`src/rtl/core/mi3_pkg.sv`:
```
// Shared constants, cofactor index table and flag struct for the 3x3 inverse core.
// No dependencies.
package mi3_pkg;

    localparam int ELEM_WIDTH_DEF = 32;
    localparam int FRAC_BITS_DEF  = 16;
    localparam int N_ELEM         = 9;

    // Element indexes {p, q, r, s}: inverse numerator (r,c) = a[p]*a[q] - a[r]*a[s]
    localparam int COF_IDX [N_ELEM][4] = '{
        '{4, 8, 7, 5}, '{1, 8, 7, 2}, '{1, 5, 4, 2},
        '{3, 8, 6, 5}, '{0, 8, 6, 2}, '{0, 5, 3, 2},
        '{3, 7, 6, 4}, '{0, 7, 6, 1}, '{0, 4, 3, 1}
    };
    // Entries whose 2x2 minor is negated
    localparam logic [N_ELEM-1:0] COF_NEG = 9'b010101010;

    // Determinant status handed from the front end
    typedef struct packed {
        logic singular;
        logic dneg;
    } mi3_flags_t;

endpackage

```
`src/rtl/core/mi3_merge.sv`:
```
// Merge stage: combines the nine lane results with the singular flag.
// Depends on mi3_pkg.
module mi3_merge import mi3_pkg::*; #(
    parameter int E = ELEM_WIDTH_DEF
) (
    input  logic          aclk,
    input  logic          en,
    input  logic [E-1:0]  b_in [N_ELEM],
    input  logic [N_ELEM-1:0] sat_in,
    input  logic          singular_in,
    output logic [E-1:0]  b_out [N_ELEM],
    output logic          singular,
    output logic          overflow
);
    logic [E-1:0] b_reg [N_ELEM];
    logic         singular_reg, overflow_reg;

    // Singular matrix forces zeros and clears overflow
    always_ff @(posedge aclk) begin
        if (en) begin
            for (int i = 0; i < N_ELEM; i++)
                b_reg[i] <= singular_in ? '0 : b_in[i];
            singular_reg <= singular_in;
            overflow_reg <= (|sat_in) && !singular_in;
        end
    end

    assign b_out    = b_reg;
    assign singular = singular_reg;
    assign overflow = overflow_reg;

endmodule

```
`config.mk`:
```
export PLATFORM = sky130hd
export DESIGN_NAME = mi3_merge
export DESIGN_NICKNAME = d
export VERILOG_FILES = /design/src/rtl/core/mi3_pkg.sv /design/src/rtl/core/mi3_merge.sv
export SDC_FILE = /design/constraint.sdc
export NUM_CORES = 1
export LEC_CHECK = 0
export ABC_AREA = 0
export BUFFER_PORTS_ARGS = -buffer_cell sky130_fd_sc_hd__buf_2
export CORE_AREA = 2 2 233 235
export DETAILED_ROUTE_END_ITERATION = 8
export DIE_AREA = 0 0 235 237
export HOLD_SLACK_MARGIN = 0.12
export PLACE_DENSITY = 0.48
export SYNTH_ARGS = -nofsm -noshare
export SYNTH_HDL_FRONTEND = slang
export SYNTH_SLANG_ARGS = --single-unit
```
`constraint.sdc`:
```
create_clock -name aclk -period 1.4 [get_ports aclk]
set_input_delay 0.42 -clock aclk [delete_from_list [all_inputs] [get_ports aclk]]
set_output_delay 0.42 -clock aclk [all_outputs]
set_load 0.005 [all_outputs]
```
* After elaboration in Yosys (flattened, before gate mapping) *
Cells that the tools add are included.

word-level totals
  bits in latches = 0
  input port bits = 300
  logic and storage cells = 14
  bits in registers = 290
  memories = 0
  bits in read-only memories = 0
  bits in writable memories = 0

cells by class
  div/mod/pow operators = 0
  shifts and indexed selects = 0
  $add $sub $neg = 0
  mux-type cells = 0
  reduce and logical (&&, ||, !) cells = 3
  bitwise logic cells = 0
  $mul = 0
  $lt $le $gt $ge = 0
  equality and inequality tests = 0

operators with widths
  kind               number
  $reduce_or 9->1    1
  $logic_and 1x1->1  1
  $logic_not 1->1    1

* Logic depth before layout (Yosys ltp) *
Gate-level depths: netlist of run 1.

  depth in word-level cells = 2
  gate-level depth with buffers = 4
  depth with buffers taken out = 2

* Least setup slack after synthesis of run 1 *
No wires, ideal clock.

  path type = input port to flip-flop
  start point = input singular_in
  end point = register b_reg (netlist bit b_out[58]), data pin
  data required time = 1.134 ns
  arrival = 1.003 ns
  library setup time = 0.266 ns
  stages on the path = 4
  setup slack = 0.131 ns
  cells stage by stage = buf_4 > buf_4 > clkbuf_1 > nor2b_1

RTL lines
  what                           RTL line         RTL
  start, declared                mi3_merge.sv:10  input logic singular_in,
  end signal, assigned by index  mi3_merge.sv:22  b_reg[i] <= singular_in ? '0 : b_in[i];
  end, declared                  mi3_merge.sv:15  logic [E-1:0] b_reg [N_ELEM];

No word-level cell between the ends.

* Worst setup path after layout of run 1 *
  start point = register b_reg (netlist bit b_out[149])
  end point = output b_out[149] (netlist bit)

RTL lines
  what           RTL line         RTL
  end, declared  mi3_merge.sv:11  output logic [E-1:0] b_out [N_ELEM],

No word-level cell between the ends.

==> results.toml, run 1 <==
[die]
start_util_pct = 20.1
rows = 85
ios = 590
die_w_um = 235
die_area_sq_mm = 0.0557
core_area_sq_mm = 0.0533
die_h_um = 237

[synth]
yosys_warnings = 0
synth_top_area_cell = "edfxtp_1"
syn_nets = 914
syn_area_sq_mm = 0.0107
yosysTopAreaCellShare_pct = 81.5
yosysUniqueCellTypes = 9
ys_ff_latch = 290
seq_area_frac_synth_pct = 81.5
synth.avg_cell_area_sq_um = 17.4
synth_area_leaders = "edfxtp_1, nor2b_1, buf_2, clkbuf_1, buf_4"
syn_inst = 614

[clock_tree]
clockBufferDepth = 3
htree_num_levels = 2
post-cts-setup-buffers = 0
cts_hold_buf = 0
clkSinkCount = 290
cts_root_buffer = "clkbuf_16"
numCtsBuffers = 35
cts_tree = "yes"
clkTransAtPathRegs_ns = 0.06

[routing]
dr.pass1.iters = 4
drt_iter0_markers = 196
drt-wirelength-per-cell_um = 16.4
wl_mm = 32.5
antenna_left = 0
via_count = 7294
drc = 0
vias_per_cell = 3.69

[timing]
worstMarginPinSlew_ns = 0.275
hold_viol_final = 0
fmax_ghz = 0.652
fin_crit_sh_pct = 109
relSlewSlack_pct = 81.6
rsz0062_at_grt = "yes"
slew_violations = 0
finalCriticalPeriod_ns = 1.53
fin_ws_ns = -0.133
final-setup-viol-count = 290
finalSetupTns_ns = -11.22

[run]
max_cap_violations = 0

[worst_setup_path]
crit_type = "flop to primary output"
path_cells = "buf_2"
worstPathBufferInverterCount = 1
cp_data_arrival_time_ns = 1.11
startpoint = "b_out[149]"
critPathCaptureType = "primary output"
critical-path-max-stage-delay_ns = 0.43
critPathLaunchType = "flop"
critPathSlowestCell = "edfxtp_1"
crit_required_ns = 0.98
crit_family = "flip-flops"
cp_max_fo = 1

[power_and_ir_drop]
p_per_area_mw_per_mm2 = 1320
p_leak_nw = 6.60
ir_worst_vdd_mv = 0.689

[finish]
mostFrequentLayoutCell = "buf_2"
syn_to_final_growth_pct = 50.4
post-route-util_pct = 30.2
drive_gt1_share_pct = 53.0
multi_input_area_sq_mm = 0.00182
fillCellCount = 5513
stdcell_area_sq_mm = 0.0161
largest_reg_flops = 288
layout.nets = 1555
final_cell_mix = "buf_2, edfxtp_1, nor2b_1"
seq_area_sq_mm = 0.00871

[placement]
gp_congestion = 0.774
dp_hpwl_mm = 25.4
port_buffers = 589
placed_cell_area_sq_mm = 0.0150

[global_route]
antenna_found_initial = 8
grt_max_degree = 44
grt_overflow = 0
grt_usage_pct = 11.2
grt_pass1_wl_mm = 47.2
grt_pass1_vias = 7720

[hold_path]
hold_path.startpoint = "b_in[234]"
holdCritPathClass = "input pin to flop"

[outcome]
violations = "negative setup slack"
outcome = "finished with violations"
## cell type report
| type | instances | share of cell area, % |
|---|---|---|
| Timing Repair Buffer | 636 | 22.4 |
| Multi-Input combinational cell | 292 | 11.3 |
| Clock buffer | 48 | 6.02 |
| Tap cell | 696 | 5.42 |
| Antenna cell | 3 | 0.0467 |
| Sequential cell | 290 | 54.2 |
| Clock inverter | 12 | 0.623 |
## routing by layer
layer | vias up | part of all wire, % | global-route usage [%]
met5 | - | 0.28 | 0
li1 | 3433 | - | -
met1 | 3442 | 38 | 12.3
met4 | 14 | 2.0 | 3.87
met3 | 63 | 9.2 | 4.52
met2 | 342 | 51 | 19.4
## power by group
group          internal [mW]  switching (mW)  leakage [nW]  total, mW
registers               10.3           0.182          2.80       10.5
clock network           5.17            3.43         0.518       8.59
logic                   1.09           0.968          3.28       2.06
## metrics by stage
step	setup slack [ns]	power, mW	hold slack, ns	std cells
after detailed placement	0.111	12.8	0.714	1914
after global routing	-0.191	22.1	0.147	1975
after global placement	0.114	12.8	0.708	1914
after floorplan	0.131	11.2	0.519	614
final	-0.133	21.2	0.177	1977
after CTS	-0.213	21.6	0.133	1974
## cell usage after synthesis
cell type and instances:
a31oi_1 1, buf_2 22, buf_4 2, clkbuf_1 8, edfxtp_1 290, nor2_1 1
nor2b_1 288, nor3_1 1, nor4_1 1
## final timing paths
check	slack, ns	to	depth (start not counted)
worst max-delay path	-0.13	b_out[149]	1
worst min-delay path	0.18	b_out[234]	2
## timing repair
item / 4_1_cts / 5_1_grt
endpoints found under the hold margin: 0 / 0
resized for setup: 0 / 2
endpoints found under the setup margin: 290 / 290
## kinds of logic after synthesis
family	after synthesis	synth area share [%]
AOI/OAI and AO/OA	1	0.0586
buffers and inverters	32	1.45
DFF	290	81.5
and+or+nand+nor	291	17.0
(Power assumes the default switching activity.)
==> inputs of run 2 (changes only) <==
==> constraint.sdc (replaced) <==
create_clock -name aclk -period 1.55 [get_ports aclk]
set_input_delay 0.465 -clock aclk [delete_from_list [all_inputs] [get_ports aclk]]
set_output_delay 0.465 -clock aclk [all_outputs]
set_load 0.005 [all_outputs]
==> run 2 against run 1 <==
Compared with the run above:
- the flow still finishes with violations (negative setup slack)
- combinational power down 10%
- critical path depth stayed put
- hold slack better by 0.051 ns
- power shrank 8.8%
- sequential cell count is the same
- worst setup slack better by 0.11 ns
- first-iteration DRC count up 17%
- die area stayed put
- largest cell class unchanged
==> results.toml, run 2 (synthesized netlist as in run 1, its figures left out) <==
[outcome]
outcome = "finished with violations"
violations = "negative setup slack"

[global_route]
antenna_found_initial = 7
grt_usage_pct = 11.1
grt_max_degree = 39
grt_overflow = 0
grt_pass1_vias = 7679
grt_pass1_wl_mm = 46.9

[timing]
fmax_ghz = 0.637
hold_viol_final = 0
fin_crit_sh_pct = 101
fin_ws_ns = -0.0205
holdWs_ns = 0.228
slew_violations = 0
relSlewSlack_pct = 73.4
final-setup-viol-count = 4
finalCriticalPeriod_ns = 1.57
rsz0062_at_grt = "yes"
worstMarginPinSlew_ns = 0.398

[worst_setup_path]
cp_max_fo = 1
crit_type = "flop to primary output"
critPathSlowestCell = "edfxtp_1"
critical-path-max-stage-delay_ns = 0.43
critPathCaptureType = "primary output"
cp_data_arrival_time_ns = 1.11
worstPathBufferInverterCount = 1
crit_required_ns = 1.08
critPathLaunchType = "flop"
crit_family = "flip-flops"
path_cells = "buf_2"

[placement]
placed_cell_area_sq_mm = 0.0150
gp_congestion = 0.767
port_buffers = 589
dp_hpwl_mm = 25.1

[die]
die_area_sq_mm = 0.0557
die_w_um = 235
ios = 590
start_util_pct = 20.1
die_h_um = 237
core_area_sq_mm = 0.0533
rows = 85

[clock_tree]
numCtsBuffers = 34
clkSinkCount = 290
cts_hold_buf = 0
clockBufferDepth = 3
htree_num_levels = 2
cts_tree = "yes"
cts_root_buffer = "clkbuf_16"
clkTransAtPathRegs_ns = 0.06

[finish]
mostFrequentLayoutCell = "buf_2"
syn_to_final_growth_pct = 50.6
drive_gt1_share_pct = 53.4
layout.nets = 1559
final_cell_mix = "buf_2, edfxtp_1, nor2b_1"
largest_reg_flops = 288
stdcell_area_sq_mm = 0.0161
fillCellCount = 5501

[routing]
drt_iter0_markers = 230
drc = 0
via_count = 7311
wl_mm = 32.0
dr.pass1.iters = 4
drt-wirelength-per-cell_um = 16.2
vias_per_cell = 3.69
antenna_left = 0

[run]
max_cap_violations = 0

[power_and_ir_drop]
p_leak_nw = 6.62
ir_worst_vdd_mv = 0.699
p_per_area_mw_per_mm2 = 1200

[hold_path]
holdCritPathClass = "input pin to flop"
run 2: worst paths after layout:
path | slack [ns] | from | to | depth (start not counted)
max | -0.02 | b_out[149] | b_out[149] | 1
min | 0.23 | b_in[42] | b_out[42] | 2
run 2: through the flow:
stage / utilization [%] / std cells / setup TNS [ns] / setup slack, ns / total power, mW
3_5_place_dp: 28.1 / 1919 / 0 / 0.156 / 11.6
3_3_place_gp: 28.1 / 1919 / 0 / 0.165 / 11.5
2_1_floorplan: - / 614 / 0 / 0.236 / 10.1
5_1_grt: 30.2 / 1980 / -1.60 / -0.0870 / 20.1
6_report: 30.2 / 1981 / -0.0263 / -0.0205 / 19.3
4_1_cts: 30.2 / 1980 / -1.24 / -0.113 / 19.7
run 2: power breakdown:
group | internal [mW] | leakage (nW) | switching (mW)
clock network | 4.85 | 0.539 | 3.12
registers | 9.32 | 2.80 | 0.162
logic | 0.979 | 3.29 | 0.875
total | 15.2 | 6.62 | 4.15
run 2: final cells by class:
cell class / count / area, sq um / area share (%)
diodes: 1 / 2.50 / 0.0155
clock buffers: 48 / 967 / 6.01
clock inverters: 13 / 138 / 0.855
multi-input cells: 292 / 1820 / 11.3
flip-flops and latches: 290 / 8710 / 54.1
well taps: 696 / 871 / 5.41
repair buffers: 641 / 3580 / 22.3
run 2: timing repair:
item                       in CTS  in global routing
resized for setup               0                  3
pin swaps                       0                  0
setup endpoints to repair      64                102
setup buffers                   0                  0
run 2: per-layer routing:
| layer | GRT usage [%] | part of all wire [%] | vias up |
|---|---|---|---|
| met5 | 0 | 0.25 | - |
| met1 | 12.5 | 38 | 3452 |
| met2 | 18.9 | 50 | 345 |
| met3 | 4.51 | 9.3 | 61 |
| li1 | - | - | 3441 |
| met4 | 3.89 | 2.2 | 12 |
==> inputs of run 3 (changes only) <==
--- a/config.mk
+++ b/config.mk
@@ -11,7 +11,6 @@
 export DETAILED_ROUTE_END_ITERATION = 8
 export DIE_AREA = 0 0 235 237
 export HOLD_SLACK_MARGIN = 0.12
-export PLACE_DENSITY = 0.48
 export SYNTH_ARGS = -nofsm -noshare
 export SYNTH_HDL_FRONTEND = slang
 export SYNTH_SLANG_ARGS = --single-unit
==> constraint.sdc (replaced) <==
create_clock -name aclk -period 1.5 [get_ports aclk]
set_input_delay 0.45 -clock aclk [delete_from_list [all_inputs] [get_ports aclk]]
set_output_delay 0.45 -clock aclk [all_outputs]
set_load 0.005 [all_outputs]
==> run 3 against run 2 <==
Compared with the run above:
- the run still ends with negative setup slack left
- core utilization decreased by 0.15 points
- hold slack got worse by 0.023 ns
- sequential power increased by 3.4%
- critical path depth unchanged
- clock power increased by 1%
- sequential cell count unchanged
- die area unchanged
- wire length increased by 1.6%
- clock-buffer cell count decreased by 10
- global-route usage increased by 0.17 points
- via count about the same
- non-clock buffer count decreased by 4
- largest power group unchanged
==> results.toml, run 3 (synthesized netlist as in run 1, its figures left out) <==
[die]
ios = 590
die_w_um = 235
start_util_pct = 20.1
die_h_um = 237
die_area_sq_mm = 0.0557
rows = 85
core_area_sq_mm = 0.0533

[timing]
relSlewSlack_pct = 72.8
fin_crit_sh_pct = 105
final-setup-viol-count = 25
finalSetupTns_ns = -0.464
rsz0062_at_grt = "yes"
worstMarginPinSlew_ns = 0.407
slew_violations = 0
hold_viol_final = 0
fin_ws_ns = -0.0766
fmax_ghz = 0.634
finalCriticalPeriod_ns = 1.58

[clock_tree]
cts_hold_buf = 0
post-cts-setup-buffers = 0
clockBufferDepth = 3
htree_num_levels = 2
cts_tree = "yes"
cts_root_buffer = "clkbuf_16"
numCtsBuffers = 34
clkSinkCount = 290
clkTransAtPathRegs_ns = 0.06

[finish]
largest_reg_flops = 288
post-route-util_pct = 30.1
final_cell_mix = "buf_2, edfxtp_1, nor2b_1"
syn_to_final_growth_pct = 49.9
multi_input_area_sq_mm = 0.00182
drive_gt1_share_pct = 53.7
fillCellCount = 5424
fin_cells = 1980
mostFrequentLayoutCell = "buf_2"
layout.nets = 1555
seq_area_sq_mm = 0.00871

[worst_setup_path]
critPathSlowestCell = "edfxtp_1"
critPathLaunchType = "flop"
crit_type = "flop to primary output"
crit_required_ns = 1.05
worstPathBufferInverterCount = 1
crit_family = "flip-flops"
cp_data_arrival_time_ns = 1.13
path_cells = "buf_2"
critPathCaptureType = "primary output"
cp_max_fo = 1
critical-path-max-stage-delay_ns = 0.44

[placement]
gp_congestion = 0.786
dp_hpwl_mm = 25.7
place_inst = 1915
port_buffers = 589

[global_route]
grt_usage_pct = 11.2
grt_pass1_wl_mm = 47.4
grt_overflow = 0
antenna_found_initial = 8
grt_pass1_vias = 7739
grt_max_degree = 34

[hold_path]
holdCritPathClass = "input pin to flop"

[power_and_ir_drop]
p_leak_nw = 6.58
ir_worst_vdd_mv = 0.865
p_per_area_mw_per_mm2 = 1240

[routing]
dr.pass1.iters = 4
drt_iter0_markers = 291
via_count = 7315
vias_per_cell = 3.69
antenna_left = 0
wl_mm = 32.5
drt-wirelength-per-cell_um = 16.4
drc = 0

[outcome]
violations = "negative setup slack"
outcome = "finished with violations"

[run]
max_cap_violations = 0
## run 3: cell types whose count changed in the layout (fill, tap and decap cells not counted), sizes merged
cell | previous run | this run
clkbuf | 48 | 38
diode | 1 | 4
inv | 0 | 3
clkinvlp | 0 | 2
clkinv | 10 | 15
buf | 641 | 637
## run 3: layout make-up
cell class                      count  share of cell area, %
Antenna cell                        4                 0.0625
Sequential cell                   290                   54.4
Clock buffer                       38                   5.41
Clock inverter                     23                   1.38
Tap cell                          696                   5.44
Timing Repair Buffer              637                   22.0
Multi-Input combinational cell    292                   11.4
## run 3: path summary, 6_finish.rpt
| check | cells past startpoint | start | slack (ns) | end |
|---|---|---|---|---|
| max | 1 | b_out[140] | -0.08 | b_out[140] |
| min | 2 | b_in[77] | 0.20 | b_out[77] |
## run 3: power by group
part           leakage (nW)  total, mW  switching [mW]  internal, mW
sequential             2.80       9.80           0.171          9.63
clock                 0.526       8.07            3.35          4.72
combinational          3.26       1.90           0.906         0.994
total                  6.58       19.8            4.43          15.4
## run 3: metal layers
layer  GRT usage (%)  part of all wire, %
met3            5.36                   11
met5               0                 0.13
met1            12.3                   38
met4            3.64                  2.1
met2            19.1                   49
## run 3: timing repair
| action | 4_1_cts | 5_1_grt |
|---|---|---|
| endpoints found under the hold margin | 0 | 0 |
| setup endpoints to repair | 279 | 284 |
| gates resized for setup | 0 | 4 |
## run 3: through the flow
step | power, mW | area (sq um) | setup slack (ns) | hold slack, ns
global route | 20.7 | 16000 | -0.121 | 0.174
finish | 19.8 | 16000 | -0.0766 | 0.205
global placement | 11.9 | 14900 | 0.119 | 0.739
floorplan | 10.4 | 10700 | 0.201 | 0.549
CTS | 20.2 | 16000 | -0.141 | 0.156
detailed placement | 11.9 | 14900 | 0.0821 | 0.744
